## src/rtl/core/rrr_pkg.sv

```systemverilog
// Shared constants, types and helpers for the ray reflect/refract unit.
`default_nettype none
package rrr_pkg;

    // Fixed-point formats
    localparam int FRAC_BITS   = 14;                // direction fraction bits (Q2.14)
    localparam int RATIO_BITS  = 16;                // index ratio fraction bits
    localparam int RATIO_W     = RATIO_BITS + 2;    // ratio below 4.0
    localparam int INDEX_W     = 14;                // Q2.12 refractive index
    localparam int ROOT_W      = 20;                // sqrt result width
    localparam int COST2_W     = 26;                // non-negative cos_t^2 width
    localparam int SQRT_ARG_W  = COST2_W + FRAC_BITS;

    // Pipeline layout
    localparam int N_STAGES    = 24;
    localparam int DIV_STAGES  = 7;                 // 1 setup + 6 x 3 quotient bits
    localparam int DIV_BITS    = 3;
    localparam int SQRT_STAGES = 10;                // 2 root bits per stage
    localparam int SQRT_BITS   = 2;
    localparam int SQRT_FIRST  = 11;                // first sqrt stage index

    typedef enum logic {
        ACT_REFLECT = 1'b0,
        ACT_REFRACT = 1'b1
    } action_t;

    // Clamp to signed 16 bits
    function automatic logic signed [15:0] sat16(input logic signed [31:0] v);
        logic signed [15:0] r;
        if (v > 32'sd32767)
            r = 16'sh7FFF;
        else if (v < -32'sd32768)
            r = 16'sh8000;
        else
            r = v[15:0];
        return r;
    endfunction

endpackage
`default_nettype wire

```

## src/rtl/core/rrr_div.sv

```systemverilog
// Pipelined restoring divider for the index ratio, saturating at 4 - 2^-16.
`default_nettype none
module rrr_div
    import rrr_pkg::*;
(
    input  wire logic                   clk,
    input  wire logic [DIV_STAGES-1:0]  en,
    input  wire logic [INDEX_W-1:0]     outside_index,
    input  wire logic [INDEX_W-1:0]     inside_index,
    output logic      [RATIO_W-1:0]     ratio
);

    localparam int NUM_W = INDEX_W + RATIO_BITS + 1;
    localparam int CMP_W = NUM_W + 1;

    logic [NUM_W-1:0]   rem_reg [DIV_STAGES];
    logic [RATIO_W-1:0] quo_reg [DIV_STAGES];
    logic [INDEX_W-1:0] den_reg [DIV_STAGES];
    logic               ovf_reg [DIV_STAGES];

    logic [NUM_W-1:0] num;
    logic [CMP_W-1:0] lim;

    // Rounded numerator ext*2^16 + inn/2; quotient overflows past 18 bits
    always_comb
    begin
        num = NUM_W'({outside_index, RATIO_BITS'(0)}) + NUM_W'(inside_index >> 1);
        lim = CMP_W'(inside_index) << RATIO_W;
    end

    always_ff @(posedge clk)
    begin
        if (en[0])
        begin
            rem_reg[0] <= num;
            quo_reg[0] <= '0;
            den_reg[0] <= inside_index;
            ovf_reg[0] <= (CMP_W'(num) >= lim);
        end
    end

    // Each stage resolves three quotient bits, most significant first
    for (genvar j = 1; j < DIV_STAGES; j++)
    begin : g_stage
        localparam int TOP = RATIO_W - 1 - DIV_BITS * (j - 1);

        logic [NUM_W-1:0]   rem_next;
        logic [RATIO_W-1:0] quo_next;
        logic [CMP_W-1:0]   trial;

        always_comb
        begin
            rem_next = rem_reg[j-1];
            quo_next = quo_reg[j-1];
            trial    = '0;
            for (int s = 0; s < DIV_BITS; s++)
            begin
                trial = CMP_W'(den_reg[j-1]) << (TOP - s);
                if (CMP_W'(rem_next) >= trial)
                begin
                    rem_next = rem_next - NUM_W'(trial);
                    quo_next[TOP - s] = 1'b1;
                end
            end
        end

        always_ff @(posedge clk)
        begin
            if (en[j])
            begin
                rem_reg[j] <= rem_next;
                quo_reg[j] <= quo_next;
                den_reg[j] <= den_reg[j-1];
                ovf_reg[j] <= ovf_reg[j-1];
            end
        end
    end

    assign ratio = ovf_reg[DIV_STAGES-1] ? '1 : quo_reg[DIV_STAGES-1];

endmodule
`default_nettype wire

```

## config.mk

```make
export PLATFORM = sky130hd
export DESIGN_NAME = rrr_div
export DESIGN_NICKNAME = d
export VERILOG_FILES = /design/src/rtl/core/rrr_pkg.sv /design/src/rtl/core/rrr_div.sv
export SDC_FILE = /design/constraint.sdc
export NUM_CORES = 1
export LEC_CHECK = 0
export BUFFER_PORTS_ARGS = -buffer_cell sky130_fd_sc_hd__buf_2
export CAP_MARGIN = 20
export CORE_AREA = 4 4 216 218
export CTS_CLUSTER_DIAMETER = 150
export DETAILED_ROUTE_END_ITERATION = 8
export DIE_AREA = 0 0 220 222
export PLACE_DENSITY = 0.76
export SETUP_SLACK_MARGIN = 0.1
export SYNTH_ARGS = -nofsm -noshare
export SYNTH_HDL_FRONTEND = slang
export SYNTH_SLANG_ARGS = --single-unit
```

## constraint.sdc

```tcl
create_clock -name clk -period 25.3 [get_ports clk]
set_input_delay 1.265 -clock clk [delete_from_list [all_inputs] [get_ports clk]]
set_output_delay 1.265 -clock clk [all_outputs]
set_load 0.02 [all_outputs]
```

### Word level (Yosys, flattened, before mapping)

Memory sizes are Yosys's and may differ from the RTL's.
Index checks and enable logic that the tools add are counted.

* register bits: 0
* memory bits (writable): 448
* input port bits: 36
* output and inout port bits: 18
* word-level logic and storage cells: 93
* memories kept: 4

* add/subtract/negate cells: 19
* $lt $le $gt $ge: 19
* mux-type cells: 51

Memories
* rem_reg: words 7, bits a word 31, read ports 6, clocked after memory_dff 0, wr ports 7, RTL line rrr_div.sv:16 `logic [NUM_W-1:0] rem_reg [DIV_STAGES];`
* quo_reg: words 7, bits a word 18, read ports 7, clocked after memory_dff 0, wr ports 7, RTL line rrr_div.sv:17 `logic [RATIO_W-1:0] quo_reg [DIV_STAGES];`
* den_reg: words 7, bits a word 14, read ports 6, clocked after memory_dff 0, wr ports 7, RTL line rrr_div.sv:18 `logic [INDEX_W-1:0] den_reg [DIV_STAGES];`
* ovf_reg: words 7, bits a word 1, read ports 7, clocked after memory_dff 0, wr ports 7, RTL line rrr_div.sv:19 `logic ovf_reg [DIV_STAGES];`

Operators with widths (count)
* $mux 31: 18
* $ge 31x32->1: 1
* $mux 1: 32
* $add 30x13->31: 1
* $ge 31x14->1: 1
* $ge 31x15->1: 1
* $ge 31x16->1: 1
* $ge 31x17->1: 1
* $ge 31x18->1: 1
* $ge 31x19->1: 1
* $ge 31x20->1: 1
* $ge 31x21->1: 1
* $ge 31x22->1: 1
* $ge 31x23->1: 1
* $ge 31x24->1: 1
* $ge 31x25->1: 1
* $ge 31x26->1: 1
* $ge 31x27->1: 1
* $ge 31x28->1: 1
* $ge 31x29->1: 1
* $ge 31x30->1: 1
* $ge 31x31->1: 1
* $sub 31x14->31: 1
* $sub 31x15->31: 1
* 17 further kinds: 17

### Longest topological paths before layout

An unclocked memory read counts as a cell.

* depth in word-level cells: 7
* mapped depth: 46
* depth with buffers taken out: 41

### Least setup slack after synthesis

No wires, ideal clock.

* kind: register to register
* from: memory den_reg[0][0]
* to: memory rem_reg[1][24] in the netlist's numbering, data pin
* library setup time: 0.260 ns
* data arrival time: 8.802 ns
* required time: 25.040 ns
* path slack: 16.239 ns
* cell stages (with the launch flop): 43
* buffers on the path: 5
* clock period less this slack: 9.061 ns
* path through: edfxtp_1 > ha_1 > inv_1 > fa_1 > a21o_1 > a21oi_1 > o21bai_1 > a21oi_1 > o21bai_1 > a211oi_1 > a21oi_1 > a21oi_1 > clkbuf_1 > mux2_2 > ha_1 > o21ai_0 > a21oi_1 > o21ai_0 > (+7 left out) > clkbuf_1 > o21ai_0 > fa_1 > nor2b_1 > o21ai_0 > a21boi_0 > o21ai_0 > a21boi_0 > o21ai_0 > a21boi_0 > o21ai_0 > a21oi_1 > a31oi_1 > nand3_1 > or2_2 > clkbuf_1 > clkbuf_1 > mux2_2

RTL lines (RTL line)
* from (decl): rrr_div.sv:18
* to (decl): rrr_div.sv:16

==> flow_summary.ini <==
[outcome]
status = finished, final reports clean

[global_route]
grt_pass1_vias = 22371
grt-ovfl-total = 0
grt_max_degree = 59
grt_pass1_wl_mm = 116
grt_usage_pct = 28.8
antenna_found_initial = 2

[logic_synthesis]
ys_types = 88
netlist_area_um2 = 26600
synth.avg_cell_area_um2 = 8.81
syn_inst = 3023
yosysTopAreaCell = edfxtp_1
synthFlopType = edfxtp_1
synth_edf_count = 278
synth_top_area_share_pct = 31.3
synth-seq-cells = 278
synthArstFlopShare_pct = 0
synthesis.nets = 3337
synthTopCellsByArea = edfxtp_1, ha_1, a21oi_1, xnor2_1, nor2_1
seq_area_frac_synth_pct = 31.3
yosys_warnings = 0

[route]
firstDrtPassIters = 6
routedWlPerCell_um = 19.8
vias = 23573
ant_nets = 0
initialDrtViolationCount = 1966
totalWireLength_mm = 72.8
vias_per_cell = 6.41
drc_errors = 0

[placement]
port_buffers = 53
dp_hpwl_mm = 57.7
place_area_um2 = 27500
place.gp.congestion = 0.951

[critical_path]
worstPathArrival_ns = 11.44
crit_path_top_delay_cell = nor3b_4
critPathKind = reg2reg
cp.required_ns = 25.64
cp_common_cell = a21oi_1
cp-start-kind = flop
critPathMaxFanout = 27
max_stage_delay_ns = 0.88
crit_path_end_kind = flop

[timing]
hold_viol = 0
slew_violations = 0
worstMarginPinSlew_ns = 1.05
slew_headroom_pct = 30.2
setup-tns-final_ns = 0
hold_ws_ns = 0.415
finalCriticalPeriod_ns = 11.11
clock_skew_ns = 0.0366
setup_viol = 0
max_freq_ghz = 0.0900
rsz0062_at_grt = false
fin_crit_sh_pct = 43.9

[floorplan]
dieWidth_um = 220
die_h_um = 222
initial_utilization_pct = 59.3
core_um2 = 44900
die_area_um2 = 48800
io_pins = 54
std_cell_rows = 78

[clock_network]
cts_max_path_buffers = 3
clk_latency_ns = 0.60
h-tree-depth = 1
root_buffer = clkbuf_16
cts_sinks = 278
numCtsBuffers = 30
post_cts_resized = 0
ctsHoldBuffers = 0
post_cts_buffers = 0
clk_pin_slew_ns = 0.07
cts_tree = yes

[layout]
fill_cells = 3723
final_cell_mix = a21oi_1, edfxtp_1, ha_1, nor2_1, nand2_1
drive_above_1_share_pct = 8.48
multi_input_area_um2 = 17300
syn_to_final_growth_pct = 6.97
final_util_pct = 63.5
fin_area_um2 = 28500
nets = 3369
regArea_um2 = 8350
antenna_cells = 0
largest_reg_flops = 138
layout_commonest_cell = a21oi_1

[hold_path]
worstHoldPathType = reg2reg

[job]
maxCapViolCount = 0
## worst paths after layout
path / to / startpoint / slack, ns / depth (start not counted)
max: rem_reg[5][20] / den_reg[4][6] / 14.19 / 36
min: ovf_reg[4] / ovf_reg[3] / 0.41 / 0
max reg2reg: rem_reg[5][20] / den_reg[4][6] / 14.19 / 36
min reg2reg: ovf_reg[4] / ovf_reg[3] / 0.41 / 0
## through the flow
stage | std cells | setup slack, ns
after floorplan | 3023 | 16.24
after global placement | 3622 | 15.02
after detailed placement | 3622 | 14.56
after CTS | 3677 | 14.41
after global routing | 3678 | 13.44
final | 3678 | 14.19
## cell type report
cell class                      instances  area share, %
Timing Repair Buffer                   66           1.34
Sequential cell                       278           29.3
Tap cell                              600           2.64
Clock buffer                           38           2.74
Multi-Input combinational cell       2485           60.7
Inverter                              194           2.56
Clock inverter                         17          0.703
## kinds of logic (layout without fill, tap and decap cells)
family,Yosys count,count (layout),synth area share [%]
buffers and inverters,260,315,3.75
adders and majority gates,278,278,13.5
and+or+nand+nor,1030,1030,19.7
muxes,89,89,3.67
DFF,278,278,31.3
AOI/OAI and AO/OA,848,848,20.1
xor gates and xnor gates,240,240,7.98
## cell usage after synthesis, drive strengths merged, types with 42 or more instances
| cell type | count |
|---|---|
| nor2 | 256 |
| mux2 | 69 |
| nand2b | 43 |
| nand2 | 241 |
| nor3 | 73 |
| o21a | 44 |
| ha | 262 |
| nor2b | 46 |
| or2 | 42 |
| xnor2 | 165 |
| clkbuf | 43 |
| a21o | 66 |
| o21ai | 181 |
| nand4 | 63 |
| nand3 | 64 |
| edfxtp | 278 |
| xor2 | 75 |
| a21oi | 291 |
| nor4 | 48 |
| inv | 193 |
## critical path, delay by kind of cell, from the launching register on
family	cells	cell delay, ns
simple gates	13	4.13
compound gates	14	3.55
buf+inv	5	1.42
fa+ha+maj	4	1.29
flops	1	0.42
## metal layers
layer  track usage [%]  wire length (µm)
met5                 0                13
met2              48.0             34300
met1              39.4             31400
met4              9.24              2430
met3              3.26              4680
Power is not shown: default switching activity piles up to over one toggle a cycle in this logic, so the estimate is an artifact.
