**src/rtl/core/rrr_pkg.sv**
```systemverilog
// Shared constants, types and helpers for the ray reflect/refract unit.
`default_nettype none
package rrr_pkg;

    // Fixed-point formats
    localparam int FRAC_BITS   = 14;                // direction fraction bits (Q2.14)
    localparam int RATIO_BITS  = 16;                // index ratio fraction bits
    localparam int RATIO_W     = RATIO_BITS + 2;    // ratio below 4.0
    localparam int INDEX_W     = 14;                // Q2.12 refractive index
    localparam int ROOT_W      = 20;                // sqrt result width
    localparam int COST2_W     = 26;                // non-negative cos_t^2 width
    localparam int SQRT_ARG_W  = COST2_W + FRAC_BITS;

    // Pipeline layout
    localparam int N_STAGES    = 24;
    localparam int DIV_STAGES  = 7;                 // 1 setup + 6 x 3 quotient bits
    localparam int DIV_BITS    = 3;
    localparam int SQRT_STAGES = 10;                // 2 root bits per stage
    localparam int SQRT_BITS   = 2;
    localparam int SQRT_FIRST  = 11;                // first sqrt stage index

    typedef enum logic {
        ACT_REFLECT = 1'b0,
        ACT_REFRACT = 1'b1
    } action_t;

    // Clamp to signed 16 bits
    function automatic logic signed [15:0] sat16(input logic signed [31:0] v);
        logic signed [15:0] r;
        if (v > 32'sd32767)
            r = 16'sh7FFF;
        else if (v < -32'sd32768)
            r = 16'sh8000;
        else
            r = v[15:0];
        return r;
    endfunction

endpackage
`default_nettype wire

```
**src/rtl/core/rrr_sqrt.sv**
```systemverilog
// Pipelined digit-by-digit integer square root, two root bits per stage.
`default_nettype none
module rrr_sqrt
    import rrr_pkg::*;
(
    input  wire logic                   clk,
    input  wire logic [SQRT_STAGES-1:0] en,
    input  wire logic [SQRT_ARG_W-1:0]  arg,
    output logic      [ROOT_W-1:0]      root
);

    localparam int REM_W = SQRT_ARG_W + 1;

    logic [REM_W-1:0]  rem_reg  [SQRT_STAGES];
    logic [ROOT_W-1:0] root_reg [SQRT_STAGES];

    for (genvar k = 0; k < SQRT_STAGES; k++)
    begin : g_stage
        localparam int TOP = ROOT_W - 1 - SQRT_BITS * k;

        logic [REM_W-1:0]  rem_in;
        logic [ROOT_W-1:0] root_in;
        logic [REM_W-1:0]  rem_next;
        logic [ROOT_W-1:0] root_next;
        logic [REM_W-1:0]  trial;

        if (k == 0)
        begin : g_first
            assign rem_in  = REM_W'(arg);
            assign root_in = '0;
        end
        else
        begin : g_rest
            assign rem_in  = rem_reg[k-1];
            assign root_in = root_reg[k-1];
        end

        // Try setting bit b: subtract 2*root*2^b + 4^b from the remainder
        always_comb
        begin
            rem_next  = rem_in;
            root_next = root_in;
            trial     = '0;
            for (int s = 0; s < SQRT_BITS; s++)
            begin
                trial = (REM_W'(root_next) << (TOP - s + 1))
                      + (REM_W'(1) << (2 * (TOP - s)));
                if (rem_next >= trial)
                begin
                    rem_next = rem_next - trial;
                    root_next[TOP - s] = 1'b1;
                end
            end
        end

        always_ff @(posedge clk)
        begin
            if (en[k])
            begin
                rem_reg[k]  <= rem_next;
                root_reg[k] <= root_next;
            end
        end
    end

    assign root = root_reg[SQRT_STAGES-1];

endmodule
`default_nettype wire

```
**config.mk**
```make
export PLATFORM = sky130hd
export DESIGN_NAME = rrr_sqrt
export DESIGN_NICKNAME = d
export VERILOG_FILES = /design/src/rtl/core/rrr_pkg.sv /design/src/rtl/core/rrr_sqrt.sv
export SDC_FILE = /design/constraint.sdc
export NUM_CORES = 1
export LEC_CHECK = 0
export BUFFER_PORTS_ARGS = -buffer_cell sky130_fd_sc_hd__buf_2
export CORE_UTILIZATION = 40
export DETAILED_ROUTE_END_ITERATION = 16
export PLACE_DENSITY_LB_ADDON = 0.05
export SLEW_MARGIN = 25
export SYNTH_ARGS = -nofsm -noshare
export SYNTH_HDL_FRONTEND = slang
export SYNTH_SLANG_ARGS = --single-unit
```
**constraint.sdc**
```tcl
create_clock -name clk -period 12.5 [get_ports clk]
set_input_delay 0.625 -clock clk [delete_from_list [all_inputs] [get_ports clk]]
set_output_delay 0.625 -clock clk [all_outputs]
set_load 0.01 [all_outputs]
```
* Word level (Yosys, flattened, before mapping)
Memory sizes are Yosys's and may differ from the RTL's.
Index checks and enable logic that the tools add are counted.
** Operators by class
- Add/subtract/negate cells :: 39
- Multipliers :: 0
- Div/mod/pow operators :: 0
- Order comparisons :: 20
- Eq/ne operators :: 0
- Shifts and indexed selects :: 0
- Mux-type cells :: 60
- Bitwise operators :: 0
- Reduce and logical (&&, ||, !) cells :: 0
** Operators with widths (count)
- $mux 41 :: 20
- $ge 41x22->1 :: 1
- $ge 41x23->1 :: 1
- $ge 41x24->1 :: 1
- $ge 41x25->1 :: 1
- $ge 41x26->1 :: 1
- $ge 41x27->1 :: 1
- $ge 41x28->1 :: 1
- $ge 41x29->1 :: 1
- $ge 41x30->1 :: 1
- $ge 41x31->1 :: 1
- $ge 41x32->1 :: 1
- $ge 41x33->1 :: 1
- $ge 41x34->1 :: 1
- $ge 41x35->1 :: 1
- $ge 41x36->1 :: 1
- $ge 41x37->1 :: 1
- $ge 41x38->1 :: 1
- $ge 41x39->1 :: 1
- $ge 41x40->1 :: 1
- $sub 40x39->41 const B :: 1
- $sub 41x22->41 :: 1
- $sub 41x23->41 :: 1
- $sub 41x24->41 :: 1
- 37 further kinds :: 76
** Word-level totals
- Flip-flop bits (word level) :: 0
- Bits in latches :: 0
- Bits in writable memories :: 610
- Bits in read-only memories :: 0
- Input port bits :: 51
- Output and inout bits :: 20
- Word-level logic and storage cells :: 121
- Memories :: 2
** Memory list
- rem_reg :: words 10, bits a word 41, read ports 9, clocked after memory_dff 0, write ports 10, line rrr_sqrt.sv:14 : logic [REM_W-1:0] rem_reg [SQRT_STAGES];
- root_reg :: words 10, bits a word 20, read ports 10, clocked after memory_dff 0, write ports 10, line rrr_sqrt.sv:15 : logic [ROOT_W-1:0] root_reg [SQRT_STAGES];

* Depth between registers and ports, before layout
Gate-level depths: netlist of run 1.
An unclocked memory read counts as a cell.
- Depth after elaboration :: 7
- Mapped depth :: 29
- Gate-level depth less buffers :: 24

* Worst setup path before layout of run 1
OpenSTA, ideal clock, no wires.
- Kind :: register to register
- Start point :: mem rem_reg[7][22] (netlist bit)
- End point :: mem rem_reg[8][23] (netlist bit) (data pin)
- Setup time :: 0.260 ns
- Data arrival time :: 5.479 ns
- Required time :: 12.240 ns
- Path slack :: 6.762 ns
- Cell stages (with the launch flop) :: 27
- Buffers on the path :: 5
- Clock period less this slack :: 5.738 ns
- Cells stage by stage :: edfxtp_1 -> ha_1 -> a21o_1 -> a211oi_1 -> nand2_1 -> o311ai_1 -> buf_2 -> nand2_2 -> inv_1 -> buf_2 -> buf_1 -> nor2_1 -> nor2_1 -> ha_1 -> clkbuf_1 -> a21o_1 -> a21o_1 -> a31oi_1 -> o21ai_0 -> a31oi_1 -> o31ai_1 -> a211oi_1 -> o2111ai_1 -> nor4_2 -> buf_2 -> nor2_1 -> mux2_2
** RTL lines (line)
- from (decl) :: rrr_sqrt.sv:14

==> results of run 1 <==
layout make-up:
type,instances,area share
Timing Repair Buffer,85,0.01320
Inverter,207,0.02182
Sequential cell,479,0.4014
Clock inverter,43,0.01264
Tap cell,1060,0.03701
Multi-Input combinational cell,2496,0.4742
Clock buffer,62,0.03973
final timing paths:
check / cells past startpoint / start / slack [ns] / end
hold reg to reg: 0 / root_reg[7][13] / 0.42 / root_reg[8][13]
setup / recovery: 23 / root_reg[6][12] / 5.19 / rem_reg[7][23]
hold / removal: 1 / arg[19] / 0.17 / rem_reg[0][19]
setup reg to reg: 23 / root_reg[6][12] / 5.19 / rem_reg[7][23]
cells in the mapped netlist, types with 12 or more instances:
master     instances
edfxtp_1         479
nor2_1           271
nand2_1          255
ha_1             228
a21oi_1          226
inv_1            201
xnor2_1          182
o21ai_0          163
xor2_1           116
nor3_1            96
nor4_1            95
a21o_1            87
nand3_1           80
nand4_1           55
clkbuf_1          54
and3_1            34
nand2b_1          34
or3_1             34
a31oi_1           33
a211oi_1          31
o31ai_1           31
o21a_1            29
nor2b_1           27
o211ai_1          24
or2_2             23
mux2_2            21
or4_1             21
and2_1            18
o21bai_1          17
a31o_2            15
mux2i_1           14
a21boi_0          13
buf_2             13
nor4b_1           13
o2111ai_1         13
and4_1            12
nand3b_1          12
layer usage:
layer	track usage	wire [um]	up-vias
li1	-	-	12380
met1	0.2945	42020	12220
met2	0.3890	45620	553
met3	0.03063	3943	135
met4	0.06702	2636	0
met5	0	0	-
stage by stage:
step | utilization | hold slack [ns] | cell area (um2) | total power [mW]
floorplan | - | 0.4169 | 32510 | 4.600
global placement | 0.4220 | 0.4289 | 33940 | 5.479
detailed placement | 0.4220 | 0.4304 | 33940 | 5.496
CTS | 0.4454 | 0.1161 | 35820 | 7.191
global route | 0.4456 | 0.1395 | 35830 | 7.632
finish | 0.4456 | 0.1703 | 35830 | 7.142
cells by family after synthesis:
kind of cell | Yosys count | share of synthesized area
AO/OA/AOI/OAI | 795 | 0.1602
XOR/XNOR | 298 | 0.08028
adder cells (fa/ha/maj) | 228 | 0.08775
buffers and inverters | 290 | 0.03587
flip-flops | 479 | 0.4424
multiplexers | 41 | 0.01401
AND/OR/NAND/NOR | 1134 | 0.1794
power breakdown:
| group | switching, mW | leakage (nW) | internal, mW |
|---|---|---|---|
| Clock | 0.701 | 0.903 | 0.953 |
| Combinational | 1.85 | 8.28 | 1.18 |
| Sequential | 0.291 | 4.57 | 2.17 |
critical path: stages, from the launching register on:
cell and delay [ns]:
edfxtp_1 0.36, inv_1 0.09, ha_1 0.40, a21oi_1 0.10, o21ai_0 0.45, nor2_1 0.21
a2111oi_4 0.86, or2_4 0.51, inv_2 0.28, nand2_1 0.13, nand2_1 0.08, ha_1 0.37
a21oi_1 0.19, o21bai_1 0.09, a21oi_1 0.15, nor3b_1 0.07, nor4_1 0.45, a21oi_1 0.20
or3_1 0.44, nor4_1 0.34, and3_1 0.36, buf_4 0.33, inv_4 0.14, mux2_1 0.39
==> impl_results.md, run 1 <==
- CTS tree: done
- Area delta synth->final: 10.23%
- Nets: 3604
- Commonest non-fill, non-tap cell in the layout: edfxtp_1
- Post-Synthesis Cells: 3265
- Synth area leader: edfxtp_1
- Iteration-0 DRC Markers: 1707
- Top cells by area, synth: edfxtp_1, ha_1, xnor2_1
- EDFF count, synth: 479
- Via/cell ratio: 5.706
- Register area: 14380 um2
- Final worst slack: 5.190 ns
- FFs w/ async S/R, synth: 0
- Core ar.: 80420 um2
- GRT overflow: 0
- Vias in the first global route: 24630
- Most frequent cells in the layout: edfxtp_1, nor2_1, nand2_1, ha_1, a21oi_1
- Syn avg cell area: 9.957 um2
- CTS Buffer Depth: 3
- Setup crit start kind: flop
- I/O pin count: 71
- DRC Markers: 0
- CP required: 12.86 ns
- Routed Antenna Nets: 0
- Mapped Area: 32510 um2
- Clk_lat worst skew: 0.65 ns
- Die area: 82420 um2
- Setup CP Type: reg -> reg
- Final Slew Violations: 0
- Layout cell share with drive strength beyond 1: 0.08155
- Sequential area share after synthesis: 0.4424
- All-Layer GR Usage: 0.2262
- First-pass GRT wire length: 144800 um
- CP Max Fanout: 31
- Postcts setup bufs: 0
- Initial antenna violation count: 2
- Clock sinks: 479
- Maxcap violations: 0
- Largest net degree at the start of global routing: 60
- Top cell type's share of synthesized area: 0.4424
- Max reg flops: 369
- Hold Buf Count CTS: 0
- Post-synthesis cell type count: 99
- FF+latch count, synth: 479
- Ys flop type: edfxtp_1
- Fillcell total: 7687
- Syn nets: 3544
- CTS Buf Count: 56
- Worst-margin pin slew: 1.014 ns
- Clock Tree Root: clkbuf_16
- Kind of end point of the critical path: flop
- Final setup fails: 0
- Pre-CTS setup slack: 5.184 ns
- Worst EP arrival: 7.67 ns
- Routed vias: 25290
- Chip Height: 287.1 um
- Worst hold path type: in -> reg
- Area of the multi-input gates: 16990 um2
- RD Place Congestion: 0.9021
- Pleak: 13.76 nW
- DR WL/cell: 21.26 um
- FP Rows: 104
- Skew final: 0.05156 ns
- Yosys warns: 0
- DR pass1 iterations: 6
- Fmax: 136.8 MHz
- Die Wd: 287.1 um
- Pwr dens: 199.3 nW/um2
- Non-Filler Instances: 4432
- Initial cell density of the core: 0.4043
- RSZ-0062 raised after global routing: no
- Period utilisation layout: 0.5848
- Final WL: 94220 um
- Setup TNS: 0 ns
- Hpwl dp: 75040 um
- Final Hold Viols: 0
- Worst vdd ir: 0.1260 mV
- Relative max-transition margin: 0.3181
- Final min period: 7.310 ns
- IO Port Bufs: 70
- Post_cts resized: 0
- # diodes: 0
- Post-Place Cells: 4327
- H-tree levels: 2
- Worst-path clk slew: 0.06 ns
- Outcome: finished, final reports clean
(Power assumes the default switching activity.)
==> inputs of run 2 (changes only) <==
clock period = 6.2 ns   (was 12.5 ns; I/O delays follow)
==> run 2 against run 1 <==
Effect of this change:
- flip-flop and latch count unchanged
- highest routed layer unchanged
- largest power group unchanged
- largest cell class unchanged
- count of clock-buffer cells in the layout rose by 2
- clock power rose by 100%
- worst hold slack got worse by 0.074 ns
- combinational power is 100% higher
- total power rose by 100%
==> impl_results.md, run 2 (same netlist as run 1, synthesis figures left out) <==
- GRT overflow: 0
- CP required: 6.58 ns
- # diodes: 0
- Most frequent cells in the layout: edfxtp_1, nor2_1, nand2_1, ha_1, a21oi_1
- Worst-margin pin slew: 1.090 ns
- Final setup fails: 0
- Final Hold Viols: 0
- Nets: 3702
- CTS Buffer Depth: 3
- Die Wd: 287.1 um
- Via/cell ratio: 5.681
- Fillcell total: 7603
- Clk_lat worst skew: 0.66 ns
- DRC Markers: 0
- Iteration-0 DRC Markers: 1786
- Area of the multi-input gates: 17060 um2
- RD Place Congestion: 0.9440
- Routed vias: 25730
- Routed Antenna Nets: 0
- Worst hold path type: in -> reg
- Post-Place Cell Area: 34370 um2
- Setup crit start kind: flop
- Largest net degree at the start of global routing: 60
- IO Port Bufs: 70
- Met2 WL: 45460 um
- I/O pin count: 71
- Non-Filler Instances: 4529
- CTS Buf Count: 57
- Layout cell share with drive strength beyond 1: 0.09974
- Final Slew Violations: 0
- Worst vdd ir: 0.2868 mV
- Final WL: 92540 um
- Area delta synth->final: 13.09%
- Fmax: 166.7 MHz
- CP max stage cell: or4_4
- Power, Total: 14.48 mW
- Commonest non-fill, non-tap cell in the layout: edfxtp_1
- Setup CP Type: reg -> reg
- Post-Place Cells: 4382
- Max incr delay on CP: 0.62 ns
- CTS tree: done
- Outcome: finished, final reports clean
- Setup TNS: 0 ns
- Top layer in use: met4
- Core ar.: 80420 um2
- All-Layer GR Usage: 0.2203
- Maxcap violations: 0
- CP Max Fanout: 18
- Clock Tree Root: clkbuf_16
- Util after Layout: 0.4572
- Vias in the first global route: 25060
- Worst-path clk slew: 0.06 ns
- Max reg flops: 369
- WHS: 0.09638 ns
- FP Rows: 104
- First-pass GRT wire length: 142300 um
- Most used cell along the critical path: a21oi_1
- Final worst slack: 0.2013 ns
- H-tree levels: 2
- Initial antenna violation count: 0
- Pwr dens: 393.7 nW/um2
- Clock sinks: 479
- Hpwl dp: 73190 um
- DR pass1 iterations: 5
- Pleak: 14.22 nW
- Chip Height: 287.1 um
- Met1 WL: 40820 um
- Worst EP arrival: 6.38 ns
- Skew final: 0.04176 ns
- Final min period: 5.999 ns
- Kind of end point of the critical path: flop
- DR WL/cell: 20.43 um
- Register area: 14380 um2
- Relative max-transition margin: 0.2617
- Routed wl met3: 4223 um
- Die area: 82420 um2
- Finished layout cell area: 36760 um2
- Period utilisation layout: 0.9675
- Pre-CTS setup slack: 0.1050 ns
- Crit path cell chain: or4_4 -> or4_4 -> nor4_4 -> nand2_2 -> or2_2 -> a21oi_1 -> ha_1 -> a31o_2 -> a21oi_1 -> nor2_1 -> nor4_2 -> a21oi_2 -> or3_1 -> nor4_1 -> and3_1 -> buf_4 -> a21oi_1 -> xnor2_1
- Initial cell density of the core: 0.4043
==> run 2: cell types whose count changed in the layout (fill, tap and decap cells not counted), moves of 3 or more <==
| cell | before | now |
|---|---|---|
| buf_4 | 19 | 73 |
| dlygate4sd3_1 | 0 | 37 |
| clkinv_2 | 13 | 8 |
| clkinv_4 | 4 | 1 |
==> run 2: cell type report <==
class | instances | share of cell area
Tap cell | 1060 | 0.03608
Sequential cell | 479 | 0.3912
Multi-Input combinational cell | 2498 | 0.4640
Inverter | 207 | 0.02127
Clock inverter | 41 | 0.01239
Clock buffer | 64 | 0.03951
Timing Repair Buffer | 180 | 0.03550
==> run 2: worst max-delay path, delay by kind of cell, from the launching register on <==
kind,cells,cell delay (ns)
AOI/OAI and AO/OA,5,1.05
buffers and inverters,1,0.27
DFF,1,0.50
adders and majority gates,1,0.34
and+or+nand+nor,10,3.46
xor gates and xnor gates,1,0.13
==> run 2: path summary, 6_finish.rpt <==
check / startpoint / end / slack (ns) / depth (start not counted)
min reg2reg: rem_reg[6][5] / rem_reg[7][5] / 0.44 / 0
max: rem_reg[6][36] / rem_reg[7][10] / 0.20 / 18
max reg2reg: rem_reg[6][36] / rem_reg[7][10] / 0.20 / 18
min: arg[38] / rem_reg[0][39] / 0.1 / 3
==> run 2: per-layer routing <==
layer	vias up	GRT usage
met3	99	0.02841
li1	12590	-
met5	-	0
met2	630	0.3845
met1	12410	0.2872
met4	0	0.05452
==> run 2: timing repair <==
item / in CTS / in global routing
endpoints found under the setup margin: 0 / 63
buffers inserted: 0 / 3
hold buffers: 37 / 0
hold endpoints to repair: 37 / 0
gates resized for setup: 0 / 18
==> run 2: power breakdown <==
part	switching, mW	internal [mW]	leakage (nW)
sequential	0.569	4.37	4.57
clock	1.41	1.95	0.902
combinational	3.69	2.48	8.75
==> inputs of run 3 (changes only) <==
CORE_UTILIZATION = 58   (was 40)
==> run 3 against run 2 <==
Effect of this change:
- worst hold slack worse by 0.058 ns
- critical endpoint is now rem_reg[4][37]
- largest power group unchanged
- final cell count shrank 7.6%
- highest routed layer unchanged
- combinational power about the same
- setup slack got worse by 0.040 ns
- largest cell class unchanged
==> impl_results.md, run 3 (same netlist as run 1, synthesis figures left out) <==
- Worst-margin pin slew: 1.044 ns
- Kind of end point of the critical path: flop
- Commonest non-fill, non-tap cell in the layout: edfxtp_1
- Post-Place Cell Area: 33850 um2
- NetSw: 5.599 mW
- Skew final: 0.03277 ns
- First-pass GRT wire length: 136600 um
- CTS Buffer Depth: 3
- Final Hold Viols: 0
- DR WL/cell: 20.90 um
- Seq pwr share: 0.346
- Worst hold path type: in -> reg
- Setup TNS: 0 ns
- Via/cell ratio: 6.226
- Setup CP Type: reg -> reg
- Initial cell density of the core: 0.5889
- Area delta synth->final: 10.85%
- Pleak: 14.05 nW
- Finished layout cell area: 36040 um2
- Fmax: 165.6 MHz
- Final Slew Violations: 0
- Switching Fraction: 0.3929
- CP top delay family: compound AO/OA/AOI/OAI gates
- Maxcap violations: 0
- Die Wd: 238.8 um
- Vias in the first global route: 25120
- Largest net degree at the start of global routing: 60
- Clock share of power: 0.223
- Pwr dens: 395.4 nW/um2
- Final setup fails: 0
- Fillcell total: 4387
- Max reg flops: 369
- Period utilisation layout: 0.9739
- All-Layer GR Usage: 0.3037
- CTS tree: done
- Combinational share of power: 0.431
- Iteration-0 DRC Markers: 1975
- CP Max Fanout: 23
- Chip Height: 238.8 um
- Final min period: 6.038 ns
- H-tree levels: 2
- Hpwl dp: 67310 um
- Final WL: 87420 um
- Relative max-transition margin: 0.2930
- Worst EP arrival: 6.41 ns
- Clock sinks: 479
- Clk_lat worst skew: 0.62 ns
- Setup crit start kind: flop
- RSZ-0062 raised after global routing: no
- RD Place Congestion: 0.9889
- CP required: 6.57 ns
- Die area: 57000 um2
- DRC Markers: 0
- Routed vias: 26040
- Max incr delay on CP: 0.72 ns
- Outcome: finished, final reports clean
- GRT overflow: 0
- Pint: 8.651 mW
- CP max stage cell: or4_1
- I/O pin count: 71
- Initial antenna violation count: 2
- Final worst slack: 0.1616 ns
- Crit path cell chain: or3_1 -> or4_1 -> or4_1 -> nor2_1 -> a21oi_1 -> ha_1 -> a21o_1 -> a21o_1 -> a21oi_1 -> nor2_1 -> a311o_1 -> a221o_1 -> a2111oi_1 -> o2111ai_1 -> buf_4 -> and2_1 -> a31o_2
- Layout cell share with drive strength beyond 1: 0.09144
- Critical path buffer and inverter count: 1
- Most frequent cells in the layout: edfxtp_1, nor2_1, nand2_1, ha_1, a21oi_1
- FP Rows: 86
- Worst-path clk slew: 0.06 ns
- DR pass1 iterations: 5
- Pre-CTS setup slack: 0.1645 ns
- Worst vdd ir: 0.3042 mV
- CTS Buf Count: 52
- IO Port Bufs: 70
- Nets: 3672
- Clock Tree Root: clkbuf_16
- Routed Antenna Nets: 0
- Core ar.: 55200 um2
[run 3: repair_timing]
action / 4_1_cts / 5_1_grt
hold endpoints to repair: 36 / 0
setup buffers: 0 / 1
setup endpoints to repair: 0 / 43
gates resized for setup: 0 / 14
hold buffers: 36 / 0
[run 3: power by group through the flow]
| stage | registers [mW] | clock network [mW] | logic, mW |
|---|---|---|---|
| 2_1_floorplan | 4.71 | 0 | 4.56 |
| 3_3_place_gp | 4.96 | 0 | 5.83 |
| 3_5_place_dp | 4.98 | 0 | 5.95 |
| 4_1_cts | 4.91 | 3.24 | 6.02 |
| 5_1_grt | 4.99 | 3.36 | 6.74 |
| 6_report | 4.92 | 3.18 | 6.14 |
[run 3: cell type report]
class                   instances  area, um2  area share
flip-flops and latches        479      14380      0.3991
diodes                          1      2.502  0.00006944
well taps                     748      935.9     0.02597
clock buffers                  58       1345     0.03732
repair buffers                156       1141     0.03166
multi-input cells            2497      17030      0.4726
inverters                     207      782.0     0.02170
clock inverters                37      414.1     0.01149
[run 3: layer usage]
metal	global-route usage	wire length (um)	vias up
met4	0.1144	3084	0
met3	0.03199	4176	174
li1	-	-	12530
met2	0.5267	42980	860
met1	0.3912	37190	12480
met5	0	0	-
[run 3: final timing paths]
kind                  start              to  slack, ns  cells after the start
max reg2reg  rem_reg[3][35]  rem_reg[4][37]       0.16                     17
min reg2reg   rem_reg[7][0]   rem_reg[8][0]       0.45                      0
min                 arg[36]  rem_reg[0][36]       0.04                      2
max          rem_reg[3][35]  rem_reg[4][37]       0.16                     17
[run 3: worst register-to-register path, delay by kind of cell, from the launching register on]
kind                       cells  cell delay (ns)
AOI/OAI and AO/OA              9             2.39
and+or+nand+nor                6             2.31
DFF                            1             0.44
adders and majority gates      1             0.39
buffers and inverters          1             0.26
[run 3: through the flow]
stage	hold slack (ns)	total power, mW	utilization	instances
2_1_floorplan	0.4089	9.275	-	3265
3_3_place_gp	0.4296	10.80	0.6131	4049
3_5_place_dp	0.4343	10.93	0.6132	4049
4_1_cts	0.008827	14.17	0.6516	4180
5_1_grt	0.03945	15.08	0.6528	4183
6_report	0.03807	14.25	0.6528	4183
